## src/design/assert_macros.svh

```systemverilog
// Assertion macros shared by the normalized convolution RTL.
`ifndef ASSERT_MACROS_SVH
`define ASSERT_MACROS_SVH

// Clocked check, masked while reset is held.
`define ASSERT_CLK(label, clk, rstn, prop, msg) \
    label: assert property (@(posedge clk) disable iff (!rstn) prop) else $error(msg);

// Clocked check that also holds during reset.
`define ASSERT_ALWAYS(label, clk, prop, msg) \
    label: assert property (@(posedge clk) prop) else $error(msg);

`endif

```

## src/design/ncv_pkg.sv

```systemverilog
// Types and constants of the normalized 3x3 convolution.
`default_nettype none
package ncv_pkg;
    localparam int PIX_W   = 16;
    localparam int COEF_W  = 16;
    localparam int TAPS    = 9;
    localparam int ROW_W   = 13;
    localparam int DIM_W   = 14;
    localparam int POS_W   = 16;
    localparam int SUM_W   = 36;
    localparam int WSUM_W  = 20;
    localparam int NUM_W   = SUM_W - 1;
    localparam int DEN_W   = WSUM_W - 1;
    localparam int OUT_W   = 24;
    localparam int KROW_W  = 3 * COEF_W;
    localparam int ADDR_W  = 6;
    localparam int DATA_W  = 64;
    localparam int CNT_W   = 4;

    localparam logic [2:0] REG_WIDTH  = 3'd0;
    localparam logic [2:0] REG_HEIGHT = 3'd1;
    localparam logic [2:0] REG_KTOP   = 3'd2;
    localparam logic [2:0] REG_KMID   = 3'd3;
    localparam logic [2:0] REG_KBOT   = 3'd4;

    localparam logic OP_PIXEL = 1'b0;
    localparam logic OP_FLUSH = 1'b1;

    localparam logic [KROW_W-1:0] KERNEL_EDGE_RESET = 48'h0400_0800_0400;
    localparam logic [KROW_W-1:0] KERNEL_MID_RESET  = 48'h0800_1000_0800;

    localparam logic [NUM_W-1:0] OUT_POS_MAX = NUM_W'(8388607);
    localparam logic [NUM_W-1:0] OUT_NEG_MAX = NUM_W'(8388608);

    typedef enum logic [2:0] {
        ST_IDLE,
        ST_READ,
        ST_MAC,
        ST_DIVGO,
        ST_DIV,
        ST_DONE
    } ncv_state_t;
endpackage
`default_nettype wire

```

## src/design/ncv_divider.sv

```systemverilog
// Restoring unsigned divider, one quotient bit per cycle.
`default_nettype none
module ncv_divider
    import ncv_pkg::*;
(
    input  wire logic             aclk,
    input  wire logic             aresetn,
    input  wire logic             start,
    input  wire logic [NUM_W-1:0] dividend,
    input  wire logic [DEN_W-1:0] divisor,
    output logic                  done,
    output logic [NUM_W-1:0]      quotient
);
    localparam int STEP_W = $clog2(NUM_W + 1);

    logic              busy_reg, busy_next;
    logic [STEP_W-1:0] step_reg, step_next;
    logic [NUM_W-1:0]  nq_reg, nq_next;
    logic [DEN_W-1:0]  rem_reg, rem_next;
    logic [DEN_W-1:0]  den_reg, den_next;
    logic              done_reg, done_next;
    logic [DEN_W:0]    rem_sh;
    logic              ge;

    assign rem_sh = {rem_reg, nq_reg[NUM_W-1]};
    assign ge     = rem_sh >= {1'b0, den_reg};

    always_comb begin
        busy_next = busy_reg;
        step_next = step_reg;
        nq_next   = nq_reg;
        rem_next  = rem_reg;
        den_next  = den_reg;
        done_next = 1'b0;
        if (start) begin
            busy_next = 1'b1;
            step_next = '0;
            nq_next   = dividend;
            rem_next  = '0;
            den_next  = divisor;
        end else if (busy_reg) begin
            nq_next   = {nq_reg[NUM_W-2:0], ge};
            rem_next  = ge ? DEN_W'(rem_sh - {1'b0, den_reg}) : DEN_W'(rem_sh);
            step_next = step_reg + 1'b1;
            if (step_reg == STEP_W'(NUM_W - 1)) begin
                busy_next = 1'b0;
                done_next = 1'b1;
            end
        end
    end

    always_ff @(posedge aclk) begin
        if (!aresetn) begin
            busy_reg <= 1'b0;
            done_reg <= 1'b0;
            step_reg <= '0;
        end else begin
            busy_reg <= busy_next;
            done_reg <= done_next;
            step_reg <= step_next;
        end
        nq_reg  <= nq_next;
        rem_reg <= rem_next;
        den_reg <= den_next;
    end

    assign done     = done_reg;
    assign quotient = nq_reg;
endmodule
`default_nettype wire

```

## config.mk

```make
export PLATFORM = sky130hd
export DESIGN_NAME = ncv_divider
export DESIGN_NICKNAME = d
export VERILOG_FILES = /design/src/design/assert_macros.svh /design/src/design/ncv_pkg.sv /design/src/design/ncv_divider.sv
export SDC_FILE = /design/constraint.sdc
export NUM_CORES = 1
export LEC_CHECK = 0
export ABC_CLOCK_PERIOD_IN_PS = 2200
export BUFFER_PORTS_ARGS = -buffer_cell sky130_fd_sc_hd__buf_2
export CORE_MARGIN = 3
export CORE_UTILIZATION = 50
export CTS_CLUSTER_DIAMETER = 50
export DETAILED_ROUTE_END_ITERATION = 8
export HOLD_SLACK_MARGIN = 0.02
export PLACE_DENSITY = 0.77
export SETUP_SLACK_MARGIN = 0.02
export SYNTH_ARGS = -nofsm -noshare
export SYNTH_HDL_FRONTEND = slang
export SYNTH_SLANG_ARGS = --single-unit
```

## constraint.sdc

```tcl
create_clock -name aclk -period 2.2 [get_ports aclk]
set_input_delay 0.44 -clock aclk [delete_from_list [all_inputs] [get_ports aclk]]
set_output_delay 0.44 -clock aclk [all_outputs]
set_load 0.01 [all_outputs]
```

=== After elaboration in Yosys (flattened, before gate mapping) ===
Cells that the tools add are included.

* Output and inout port bits: 36
* Input port bits: 57
* Flip-flop bits (word level): 81

* Bitwise logic cells: 2
* Reductions and logical operators: 3
* Eq/ne operators: 1
* Order comparisons: 1
* Multiplexer cells: 7
* Add/sub/neg operators: 2

{| class="wikitable"
|+ Operators with widths
! operator !! number
|-
| 35-bit 2-to-1 mux || 2
|-
| 20-bit by 19-bit >= comparator with 1-bit output || 1
|-
| 19-bit 2-to-1 mux || 1
|-
| 19-bit subtractor || 1
|-
| 6-bit by 1-bit adder with 6-bit output, second input constant || 1
|-
| 6-bit equality test, second input constant || 1
|-
| 1-bit 2-to-1 mux || 4
|-
| 3-bit OR reduction || 1
|-
| 1-bit inverter || 2
|-
| 2-bit nonzero test || 1
|-
| 2-bit OR reduction || 1
|}

=== Depth between registers and ports, before layout ===
Gate-level depths: netlist of the first run.

* Depth in word-level cells: 4
* Gate-level depth with buffers: 12
* Depth with buffers taken out: 10

=== Least setup slack after synthesis of the first run ===
No wires, ideal clock.

* Path kind: reg-to-reg
* Start point: reg nq_reg[34] (netlist: quotient[34])
* End point: reg rem_reg[15]
* Period minus slack after synthesis: 2483 ps
* Buffers on the path: 2
* Arrival time: 2395 ps
* Setup slack: -283 ps
* Setup time: 88 ps
* Cell stages (with the launch flop): 13
* Cell sequence: edfxtp_1 > inv_1 > ha_1 > fa_1 > nand2b_1 > a21oi_1 > o21ai_0 > a21boi_2 > or2_1 > buf_6 > buf_8 > nand4_2 > a311oi_2

* Longest elaborated chain between the ends: 2
* Elaborated cells on any way between the ends: 3

{| class="wikitable"
|+ RTL lines
! item !! line !! RTL
|-
| start, declared || ncv_divider.sv:18 || <nowiki>logic [NUM_W-1:0] nq_reg, nq_next;</nowiki>
|-
| start signal, assigned || ncv_divider.sv:62 || <nowiki>nq_reg <= nq_next;</nowiki>
|-
| 19-bit subtractor / 20-bit by 19-bit >= comparator with 1-bit output (equally long branches) || ncv_divider.sv:43, ncv_divider.sv:26 ||
|-
| 19-bit 2-to-1 mux (*) || ncv_divider.sv:43 || <nowiki>rem_next = ge ? DEN_W'(rem_sh - {1'b0, den_reg}) : DEN_W'(rem_sh);</nowiki>
|-
| end signal, assigned || ncv_divider.sv:63 || <nowiki>rem_reg <= rem_next;</nowiki>
|-
| end, declared || ncv_divider.sv:19 || <nowiki>logic [DEN_W-1:0] rem_reg, rem_next;</nowiki>
|}

Mark *: on every way between the ends. The rest lies on a longest branch, timed or not.
A chain may end at the register's enable or synchronous reset.

=== Final worst setup path of the first run ===
* Start point: reg den_reg[0]
* End point: reg rem_reg[10]

* Longest elaborated chain between the ends: 2
* Elaborated cells on any way between the ends: 3

{| class="wikitable"
|+ RTL lines
! item !! line !! RTL
|-
| start, declared || ncv_divider.sv:20 || <nowiki>logic [DEN_W-1:0] den_reg, den_next;</nowiki>
|-
| start signal, assigned || ncv_divider.sv:64 || <nowiki>den_reg <= den_next;</nowiki>
|-
| 19-bit subtractor / 20-bit by 19-bit >= comparator with 1-bit output (equally long branches) || ncv_divider.sv:43, ncv_divider.sv:26 ||
|-
| 19-bit 2-to-1 mux (*) || ncv_divider.sv:43 ||
|}

Marks and branches as above.

==> key figures, run 1 <==
Routing
  – DR vias: 3669
  – DRC violations left: 0
  – WL per Instance: 16.88 microns
  – Vias per inst: 5.593
  – Post-DRT Antenna Nets: 0
  – First-pass DRT Iterations: 5
  – First DRT Iteration DRCs: 189
  – Routed WL: 11.07 mm

Setup path
  – Critical Path RT: 2440 ps
  – CP max-delay cell: edfxtp_1
  – Critical path cell sequence: ha_4, fa_2, nand2b_4, a21oi_4, o21ai_2, a21boi_2, or2_1, buf_6, buf_12, mux2i_1, a211oi_2
  – Worst R2R End: rem_reg[10]$_SDFFE_PP0P_
  – CP Buf/Inv Count: 2
  – Crit path capture type: flip-flop
  – R2R Path Start: den_reg[0]$_DFFE_PP_
  – Worst setup SP type: flip-flop
  – Worst Setup Path Type: reg -> reg
  – Crit path max fanout: 6
  – Internal reg-to-reg setup slack: -210 ps
  – Slowest stage delay, CP: 420 ps
  – Critical path's top delay family: adder cells
  – Critical path arrival: 2640 ps
  – R2R depth: 11

Timing
  – RSZ-0062 raised after global routing: true
  – Fin. Hold Viols: 0
  – Final Cycle Share: 1.094
  – Slack of the critical path: -207.0 ps
  – Fin crit period: 2407 ps
  – Final clock skew: 13.88 ps
  – Rel. slew slack: 0.6053
  – Worst-margin pin slew: 585.9 ps
  – Fin. max-slew vios: 0
  – F_max: 0.4154 GHz
  – Setup Viol. Count Final: 20
  – Smallest hold slack: 248.7 ps

Pwr
  – Worst VDD drop: 0.4228 mV
  – Power Total: 0.004449 W
  – Leakage: 2.530 nW
  – PD cells: 755.5 mW/mm^2

Yosys
  – Syn_area_per_cell: 11.12 sq um
  – Main synth FF type: edfxtp_1
  – Post-Syn Area: 0.004348 sq mm
  – Synth cell types: 56
  – Syn Nets: 470
  – Yosys reg bits: 81
  – Sequential fraction of the synthesis area: 0.4973
  – Share of the synthesized area in the top cell type: 0.3729
  – Largest cells by area after synthesis: edfxtp_1 (37%), dfxtp_1 (12%), mux2_2 (9.1%)
  – Asr flop ratio synth: 0
  – Post-Syn Instances: 391
  – Synth Warn #: 0
  – Post-synth top area cell: edfxtp_1
  – Post-synth EDFFs: 54

Global routing
  – Initial antenna violation count: 0
  – Vias in the first global route: 3615
  – Pin count of the biggest net entering global routing: 55
  – Total GRT Usage: 0.2175
  – Grt total ovfl: 0
  – Global-route wire length before repair: 16.99 mm

Layout
  – P&R area growth vs syn: 35.42%
  – Largest register FFs: 35
  – Final layout net count: 625
  – Design area: 0.005888 sq mm
  – N_diodes: 0
  – # fillers: 607
  – Final core utilization: 0.7060
  – Layout cells sized above 1: 0.4701

Hold path
  – Hold Path Stages: 1
  – Worst Hold End: den_reg[14]$_DFFE_PP_
  – Type of the most critical hold path: in -> reg
  – Hold path startpoint: divisor[14]

Job
  – Max_cap viols: 0

Place
  – Gpl congestion: 0.8678
  – Worst slack, placed: -193.1 ps
  – DP HPWL: 7.530 mm
  – DP Area: 0.005299 sq mm
  – Port Buf Inserts: 92

Clocking
  – Clock root buffer: clkbuf_8
  – H-tree Lvls: 3
  – Clock latency on the worst-skew pair: 360 ps
  – CTS tree: done
  – Hold_buf cts: 0
  – Clock Path Buffers: 2
  – Clock input transition at the sequential cells of the worst setup and hold paths: 90 ps
  – CTS sink cnt: 81
  – CTS Buf Count: 9

Floorplan
  – FP Rows: 33
  – Die Y: 99.25 microns
  – Io pins: 93
  – Initial Utilization: 0.5213
  – Die area: 0.009851 sq mm
  – Die W: 99.25 microns
  – CORE AREA: 0.008341 sq mm

Status
  – Failing checks: setup timing
  – Run status: finished with violations
metal layers:
layer	vias up	track usage	share of wire
met3	34	0.03506	0.050
met4	0	0.09874	0.030
met2	118	0.3786	0.52
met5	-	0	0
met1	1759	0.2646	0.40
li1	1758	-	-
power by group:
group / internal [W] / leakage [nW] / switching (W)
Combinational: 0.000657 / 1.65 / 0.000658
Sequential: 0.00178 / 0.760 / 0.0000803
Clock: 0.000663 / 0.117 / 0.000609
worst max path at each step:
| stage | startpoint | to | depth (start not counted) |
|---|---|---|---|
| after global placement | den_reg[1]$_DFFE_PP_ | rem_reg[17]$_SDFFE_PP0P_ | 9 |
| after global routing | den_reg[0]$_DFFE_PP_ | rem_reg[14]$_SDFFE_PP0P_ | 11 |
| after CTS | den_reg[0]$_DFFE_PP_ | rem_reg[10]$_SDFFE_PP0P_ | 11 |
| after floorplan | quotient[34]$_DFFE_PP_ | quotient[0]$_DFFE_PP_ | 11 |
| after detailed placement | den_reg[14]$_DFFE_PP_ | rem_reg[0]$_SDFFE_PP0P_ | 9 |
| final | den_reg[0]$_DFFE_PP_ | rem_reg[10]$_SDFFE_PP0P_ | 11 |
repair_timing:
item                       CTS  global route
resized for setup           20            21
gates cloned                 0             0
setup endpoints to repair   20            20
buffers inserted            12             5
pin swaps                   11             9
synthesized netlist by cell type, types with 2 or more instances:
library cell,number
nand4_2,2
edfxtp_1,54
o21bai_1,3
mux2i_1,7
nand2_1,32
a211oi_1,13
xor2_1,9
o21ai_0,9
mux2_2,35
nor2b_1,3
nand3_1,7
a21oi_1,21
clkbuf_1,11
a21o_1,7
nor3_1,7
nor4_1,2
inv_1,22
o31ai_1,3
and3_1,5
buf_1,2
nor2_1,34
or4_1,3
dfxtp_1,27
nand2b_1,2
or3_1,3
xnor2_1,8
nand4_1,5
a311oi_2,6
ha_1,21
a31oi_1,2
layout make-up:
class / instances / area [sq um] / area share
clock buffer: 9 / 123.9 / 0.02104
multi-input combinational: 271 / 2267 / 0.3850
timing repair buffer: 160 / 1011 / 0.1717
tap: 105 / 131.4 / 0.02231
sequential: 81 / 2162 / 0.3672
inverter: 23 / 86.33 / 0.01466
clock inverter: 7 / 106.4 / 0.01806
worst register-to-register path, cell delays in order, from the launching register on:
cell	delay, ps
edfxtp_1	420
ha_4	180
fa_2	350
nand2b_4	170
a21oi_4	160
o21ai_2	80
a21boi_2	180
or2_1	180
buf_6	140
buf_12	120
mux2i_1	210
a211oi_2	100
layout by cell type (no fill, tap or decap), drive strengths merged, types with 13 or more instances in the layout:
master    n
a211oi   13
a21oi    21
buf     160
dfxtp    27
edfxtp   54
ha       21
inv      27
mux2     36
nand2    33
nor2     35
kinds of logic after synthesis:
group / Yosys count / share of synthesized area
AOI/OAI and AO/OA: 76 / 0.1292
muxes: 43 / 0.1094
and+or+nand+nor: 113 / 0.1266
xor gates and xnor gates: 17 / 0.03425
adders and majority gates: 22 / 0.06504
buffers and inverters: 39 / 0.03827
DFF: 81 / 0.4973
metrics by stage:
stage                     TNS, ps  cells
final                       -2644    656
after global routing        -5088    656
after CTS                   -2501    652
after detailed placement    -2895    624
after global placement     -713.7    624
after floorplan            -800.9    391
(Power assumes the default switching activity.)
==> run 2: changes to the inputs <==
--- a/config.mk
+++ b/config.mk
@@ -8,11 +8,11 @@
 export ABC_CLOCK_PERIOD_IN_PS = 2200
 export BUFFER_PORTS_ARGS = -buffer_cell sky130_fd_sc_hd__buf_2
 export CORE_MARGIN = 3
-export CORE_UTILIZATION = 50
+export CORE_UTILIZATION = 30
 export CTS_CLUSTER_DIAMETER = 50
 export DETAILED_ROUTE_END_ITERATION = 8
 export HOLD_SLACK_MARGIN = 0.02
-export PLACE_DENSITY = 0.77
+export REMOVE_ABC_BUFFERS = 1
 export SETUP_SLACK_MARGIN = 0.02
 export SYNTH_ARGS = -nofsm -noshare
 export SYNTH_HDL_FRONTEND = slang
==> key figures, run 2 (same netlist as run 1, synthesis figures left out) <==
Status
  – Run status: finished with violations
  – Failing checks: setup timing

Routing
  – Routed WL: 11.80 mm (+6.6%)
  – First DRT Iteration DRCs: 173 (-8.5%)
  – DR vias: 3698 (+0.79%)
  – First-pass DRT Iterations: 4 (-1)
  – DRC violations left: 0 (unchanged)
  – WL per Instance: 15.67 microns (-7.1%)
  – Vias per inst: 4.911 (-12%)
  – Post-DRT Antenna Nets: 0 (unchanged)

Timing
  – Rel. slew slack: 0.6612 (+0.05596)
  – Final clock skew: 6.492 ps (-7.385 ps)
  – Slack of the critical path: -97.49 ps (+109.5 ps)
  – Worst-margin pin slew: 508.2 ps (-77.75 ps)
  – RSZ-0062 raised after global routing: true
  – Fin crit period: 2297 ps (-109.5 ps)
  – Final Cycle Share: 1.044 (-0.04979)
  – F_max: 0.4353 GHz (+4.8%)
  – Fin. Hold Viols: 0 (unchanged)
  – Setup TNS: -992.8 ps (+1651 ps)
  – Setup Viol. Count Final: 20 (unchanged)
  – Fin. max-slew vios: 0 (unchanged)

Setup path
  – Worst setup SP type: flip-flop
  – Crit path capture type: flip-flop
  – Critical Path RT: 2460 ps (+20 ps)
  – Crit path max fanout: 5 (-1)
  – Critical path arrival: 2550 ps (-90 ps)
  – Worst Setup Path Type: reg -> reg

Pwr
  – Clock Power Share: 0.320 (+0.034)
  – Worst VDD drop: 0.4633 mV (+9.6%)
  – Power share of the combinational group: 0.303 (+0.007)
  – Leakage: 2.736 nW (+8.1%)
  – Sequential share of power: 0.377 (-0.041)
  – Switching Fraction: 0.2916 (-0.01127)
  – Internal: 0.003506 W (+13%)
  – Psw: 0.001443 W (+7.1%)
  – PD cells: 762.0 mW/mm^2 (+0.86%)

Layout
  – Most frequent cells in the layout: buf_2 (92), buf_4 (77), edfxtp_1 (54)
  – Layout Cells excl Fill: 753 (+15%)
  – N_diodes: 0 (unchanged)
  – P&R area growth vs syn: 49.38%
  – Layout cells sized above 1: 0.5497 (+0.07968)
  – Final layout net count: 647 (+3.5%)
  – Largest register FFs: 35 (unchanged)
  – Commonest non-fill, non-tap cell in the layout: buf_2

Clocking
  – Clock root buffer: clkbuf_16
  – H-tree Lvls: 3 (unchanged)
  – Clock Path Buffers: 2 (unchanged)
  – Clock input transition at the sequential cells of the worst setup and hold paths: 60 ps (-30 ps)
  – Clock latency on the worst-skew pair: 350 ps (about the same)
  – CTS Buf Count: 9 (unchanged)
  – CTS tree: done
  – CTS sink cnt: 81 (unchanged)

Floorplan
  – Initial Utilization: 0.3096 (-0.2117)
  – FP Rows: 43 (+30%)
  – Io pins: 93 (unchanged)
  – CORE AREA: 0.01404 sq mm (+68%)
  – Die W: 126.4 microns (+27%)
  – Die Y: 126.4 microns (+27%)
  – Die area: 0.01597 sq mm (+62%)

Job
  – Max_cap viols: 0 (unchanged)

Global routing
  – Vias in the first global route: 3890 (+7.6%)
  – Grt total ovfl: 0 (unchanged)
  – Initial antenna violation count: 0 (unchanged)
  – Pin count of the biggest net entering global routing: 46 (-16%)
  – Global-route wire length before repair: 18.91 mm (+11%)
  – Total GRT Usage: 0.1471 (-0.07044)

Place
  – DP HPWL: 7.887 mm (+4.7%)
  – Worst slack, placed: -411.4 ps (-218.3 ps)
  – Gpl congestion: 0.9313 (+7.3%)
  – Port Buf Inserts: 92 (unchanged)
  – Placed Cells: 716 (+15%)

Hold path
  – Type of the most critical hold path: in -> reg
-- run 2: cell count changes in the layout (fill, tap and decap cells not counted), moves of 5 or more --
cell       before  now
a21oi_1        16   11
buf_4          62   77
buf_6           4   10
clkbuf_16       0    9
clkbuf_8        9    2
ha_1           13    6
ha_4            8   13
-- run 2: power groups by stage --
stage / combinational [W] / sequential (W) / clock [W]
after floorplan: 0.000594 / 0.00192 / 0
after global placement: 0.00115 / 0.00188 / 0
after detailed placement: 0.00117 / 0.00188 / 0
after CTS: 0.00136 / 0.00186 / 0.00163
after global routing: 0.00162 / 0.00188 / 0.00168
final: 0.00150 / 0.00187 / 0.00158
-- run 2: area by class of cell --
class / count / area (sq um)
fillers: 1307 / 7547
multi-input cells: 271 / 2495
flip-flops and latches: 81 / 2163
repair buffers: 182 / 1211
clock buffers: 11 / 252.7
well taps: 180 / 225.2
inverters: 23 / 86.33
clock inverters: 5 / 61.31
-- run 2: what timing repair did --
item	in CTS	in global routing
resized for setup	66	37
pin swaps	21	25
setup endpoints to repair	20	20
hold buffers	0	0
buffers inserted	11	9
cloned	1	0
-- run 2: worst max-delay path, cell delays in order (launching register included) --
cell and delay (ps):
edfxtp_1 320, inv_1 40, ha_1 320, nand2_2 100, nor2_2 160, nand3_1 140, o41ai_4 370, buf_4 190
nor2_4 60, or4_4 410, o311ai_2 80
-- run 2: per-layer routing --
layer | global-route usage | up-vias | share of wire
met2 | 0.2366 | 125 | 0.47
li1 | - | 1806 | -
met1 | 0.1774 | 1733 | 0.42
met5 | 0 | - | 0
met3 | 0.04421 | 34 | 0.070
met4 | 0.07760 | 0 | 0.033
-- run 2: final timing paths --
| check | cells past startpoint | from | endpoint | slack (ps) |
|---|---|---|---|---|
| worst max-delay path | 10 | den_reg[10]$_DFFE_PP_ | rem_reg[1]$_SDFFE_PP0P_ | -100 |
| worst min-delay path | 1 | divisor[8] | den_reg[8]$_DFFE_PP_ | 260 |
| worst max register to register | 10 | den_reg[10]$_DFFE_PP_ | rem_reg[1]$_SDFFE_PP0P_ | -100 |
| worst min register to register | 2 | step_reg[5]$_SDFFE_PP0P_ | done$_SDFF_PP0_ | 490 |
-- run 2: through the flow --
step	instance area [sq um]	hold WS, ps	power (W)	util
floorplan	4268	442.8	0.002517	-
global placement	5509	467.9	0.003033	0.3923
detailed placement	5509	482.4	0.003049	0.3923
CTS	6243	247.5	0.004855	0.4446
global route	6495	250.9	0.005187	0.4625
finish	6495	262.8	0.004949	0.4625
==> run 3: changes to the inputs <==
--- a/config.mk
+++ b/config.mk
@@ -5,6 +5,7 @@
 export SDC_FILE = /design/constraint.sdc
 export NUM_CORES = 1
 export LEC_CHECK = 0
+export ABC_AREA = 1
 export ABC_CLOCK_PERIOD_IN_PS = 2200
 export BUFFER_PORTS_ARGS = -buffer_cell sky130_fd_sc_hd__buf_2
 export CORE_MARGIN = 3
@@ -14,6 +15,7 @@
 export HOLD_SLACK_MARGIN = 0.02
 export REMOVE_ABC_BUFFERS = 1
 export SETUP_SLACK_MARGIN = 0.02
+export SKIP_CTS_REPAIR_TIMING = 1
 export SYNTH_ARGS = -nofsm -noshare
 export SYNTH_HDL_FRONTEND = slang
 export SYNTH_SLANG_ARGS = --single-unit
==> key figures, run 3 <==
Status
  – Run status: finished clean

Floorplan
  – Die Y: 130.5 microns (+3.2%)
  – CORE AREA: 0.01486 sq mm (+5.9%)
  – FP Rows: 44 (+2.3%)
  – Die W: 130.5 microns (+3.2%)
  – Die area: 0.01702 sq mm (+6.6%)
  – Initial Utilization: 0.3127 (+0.003078)
  – Io pins: 93 (unchanged)

Layout
  – P&R area growth vs syn: 21.86%
  – Design area: 0.005664 sq mm (-13%)
  – Largest register FFs: 35 (unchanged)
  – Layout Cells excl Fill: 892 (+18%)
  – Layout cells sized above 1: 0.1992 (-0.3506)
  – N_diodes: 0 (unchanged)
  – Most frequent cells in the layout: nand2_1 (246), buf_2 (92), inv_1 (83)
  – Commonest non-fill, non-tap cell in the layout: nand2_1
  – Final layout net count: 782 (+21%)

Timing
  – Final Cycle Share: 0.9383 (-0.1060)
  – Fin crit period: 2064 ps (-233.2 ps)
  – Setup TNS: 0 ps (+992.8 ps)
  – Fin. max-slew vios: 0 (unchanged)
  – Fin. Hold Viols: 0 (unchanged)
  – Slack of the critical path: 135.7 ps (+233.2 ps)
  – Setup Viol. Count Final: 0 (-100%)
  – Rel. slew slack: 0.4497 (-0.2115)
  – F_max: 0.4844 GHz (+11%)
  – Worst-margin pin slew: 824.5 ps (+316.4 ps)
  – Final clock skew: 9.280 ps (+2.788 ps)

Yosys
  – Synth cell types: 32 (-43%)
  – Yosys reg bits: 81 (unchanged)
  – Main synth FF type: edfxtp_1
  – Commonest cells in the netlist: nand2_1 (250), inv_1 (85), edfxtp_1 (54)
  – Post-synth EDFFs: 54 (unchanged)
  – Count leader, synth: nand2_1
  – Asr flop ratio synth: 0 (unchanged)
  – Synth Warn #: 0 (unchanged)
  – Post-Syn Area: 0.004648 sq mm (+6.9%)
  – Syn_area_per_cell: 7.696 sq um (-31%)
  – Share of the synthesized area in the top cell type: 0.3489 (-0.02409)
  – Sequential fraction of the synthesis area: 0.4651 (-0.03212)
  – Largest cells by area after synthesis: edfxtp_1 (35%), nand2_1 (20%), dfxtp_1 (12%)
  – Post-Syn Instances: 604 (+54%)
  – Post-synth top area cell: edfxtp_1

Setup path
  – Worst Setup Path Type: reg -> reg
  – CP max-delay cell: edfxtp_1
  – Crit path max fanout: 3 (-2)
  – Critical path arrival: 2310 ps (-240 ps)
  – Critical path cell sequence: ha_4, fa_2, inv_1, nand3_1, nand3_2, buf_4, nand2_1, nand2_2, nand2_2, nand2_1, nand2_1, nand2_1, nand2_1, nand3_1, nand2_1
  – R2R depth: 15 (+5)
  – Slowest stage delay, CP: 420 ps (about the same)
  – Critical Path RT: 2440 ps (-20 ps)
  – R2R Path Start: den_reg[0]$_DFFE_PP_
  – Critical path's top delay family: simple AND/OR/NAND/NOR gates
  – Crit path capture type: flip-flop
  – Critical path origin: den_reg[0]$_DFFE_PP_
  – CP Buf/Inv Count: 2 (unchanged)
  – Critical Path Most Common Cell: nand2_1
  – Worst setup SP type: flip-flop
  – Critical Path Stages: 15 (+5)

Clocking
  – H-tree Lvls: 3 (unchanged)
  – CTS tree: done
  – Clock root buffer: clkbuf_16
  – Clock latency on the worst-skew pair: 350 ps (about the same)
  – Clock Path Buffers: 2 (unchanged)
  – CTS Buf Count: 9 (unchanged)
  – CTS sink cnt: 81 (unchanged)
  – Clock input transition at the sequential cells of the worst setup and hold paths: 70 ps (about the same)

Routing
  – DR vias: 3943 (+6.6%)
  – DRC violations left: 0 (unchanged)
  – WL per Instance: 12.29 microns (-22%)
  – First-pass DRT Iterations: 4 (unchanged)
  – First DRT Iteration DRCs: 185 (+6.9%)
  – Post-DRT Antenna Nets: 0 (unchanged)
  – Vias per inst: 4.420 (-10%)
  – Routed WL: 10.97 mm (-7.1%)

Place
  – DP HPWL: 8.024 mm (+1.7%)
  – Placed Cells: 874 (+22%)
  – Gpl congestion: 0.8491 (-8.8%)
  – Worst slack, placed: 52.48 ps (+463.8 ps)
  – Port Buf Inserts: 92 (unchanged)
  – DP Area: 0.005326 sq mm (-3.3%)

Global routing
  – Total GRT Usage: 0.1390 (-0.008129)
  – Global-route wire length before repair: 18.60 mm (-1.6%)
  – Initial antenna violation count: 0 (unchanged)
  – Grt total ovfl: 0 (unchanged)
  – Pin count of the biggest net entering global routing: 45 (-2.2%)
  – Vias in the first global route: 3887 (-0.077%)

Pwr
  – Leakage: 2.881 nW (+5.3%)
  – PD cells: 656.5 mW/mm^2 (-14%)
  – Worst VDD drop: 0.4079 mV (-12%)

Hold path
  – Type of the most critical hold path: in -> reg
  – Hold Path Stages: 1 (unchanged)
  – Hold path startpoint: divisor[9]

Job
  – Max_cap viols: 0 (unchanged)
==> run 3: cell count changes in the layout (fill, tap and decap cells not counted), moves of 7 or more <==
| cell | delta |
|---|---|
| a211oi_1 | -7 |
| a21o_1 | -7 |
| a21oi_2 | -7 |
| buf_4 | -69 |
| buf_6 | -8 |
| ha_1 | +14 |
| ha_4 | -12 |
| inv_1 | +67 |
| mux2_2 | -34 |
| nand2_1 | +218 |
| nand3_1 | +38 |
| nand3b_1 | +12 |
| nor2_1 | -8 |
| o21ai_0 | +9 |
==> run 3: final timing paths <==
| path | end | slack [ps] |
|---|---|---|
| setup / recovery | rem_reg[16]$_SDFFE_PP0P_ | 140 |
| hold reg to reg | rem_reg[13]$_SDFFE_PP0P_ | 470 |
| hold / removal | den_reg[9]$_DFFE_PP_ | 260 |
| setup reg to reg | rem_reg[16]$_SDFFE_PP0P_ | 140 |
==> run 3: worst reg2reg max path, stage by stage (launching register included) <==
cell and delay (ps):
edfxtp_1 420, ha_4 200, fa_2 400, inv_1 80, nand3_1 80, nand3_2 80
buf_4 120, nand2_1 60, nand2_2 120, nand2_2 70, nand2_1 60, nand2_1 50
nand2_1 60, nand2_1 50, nand3_1 60, nand2_1 50
==> run 3: area by class of cell <==
| type | count | area (sq um) |
|---|---|---|
| clock buffers | 10 | 229.0 |
| inverters | 88 | 330.3 |
| flip-flops and latches | 81 | 2162 |
| well taps | 184 | 230.2 |
| multi-input cells | 420 | 2098 |
| clock inverters | 6 | 51.30 |
| fillers | 1570 | 9200 |
| repair buffers | 103 | 563.0 |
==> run 3: per-layer routing <==
metal | vias to the layer above | wire length, microns | track usage | part of all wire
met3 | 11 | 681 | 0.05000 | 0.062
met2 | 86 | 4889 | 0.2100 | 0.45
met1 | 1742 | 5247 | 0.1846 | 0.48
li1 | 2104 | - | - | -
met4 | 0 | 149 | 0.04900 | 0.014
met5 | - | 0 | 0 | 0
==> run 3: kinds of logic after synthesis <==
| group | after synthesis | share of synthesized area |
|---|---|---|
| flops | 81 | 0.4651 |
| simple gates | 353 | 0.3252 |
| buf+inv | 103 | 0.09098 |
| fa+ha+maj | 22 | 0.06083 |
| compound gates | 36 | 0.04092 |
| xor+xnor | 9 | 0.01696 |
==> run 3: through the flow <==
stage / utilization / hold WS, ps / total power [W]
after CTS: 0.3772 / 235.7 / 0.003775
after detailed placement: 0.3583 / 459.8 / 0.002301
after global placement: 0.3583 / 459.6 / 0.002298
final: 0.3811 / 256.5 / 0.003718
after global routing: 0.3811 / 236.7 / 0.003915
after floorplan: - / 443.6 / 0.002088
==> run 3: report_power, final <==
group	leakage [nW]	switching, W	internal [W]
registers	0.763	0.0000503	0.00175
logic	1.99	0.000291	0.000192
clock network	0.128	0.000659	0.000781
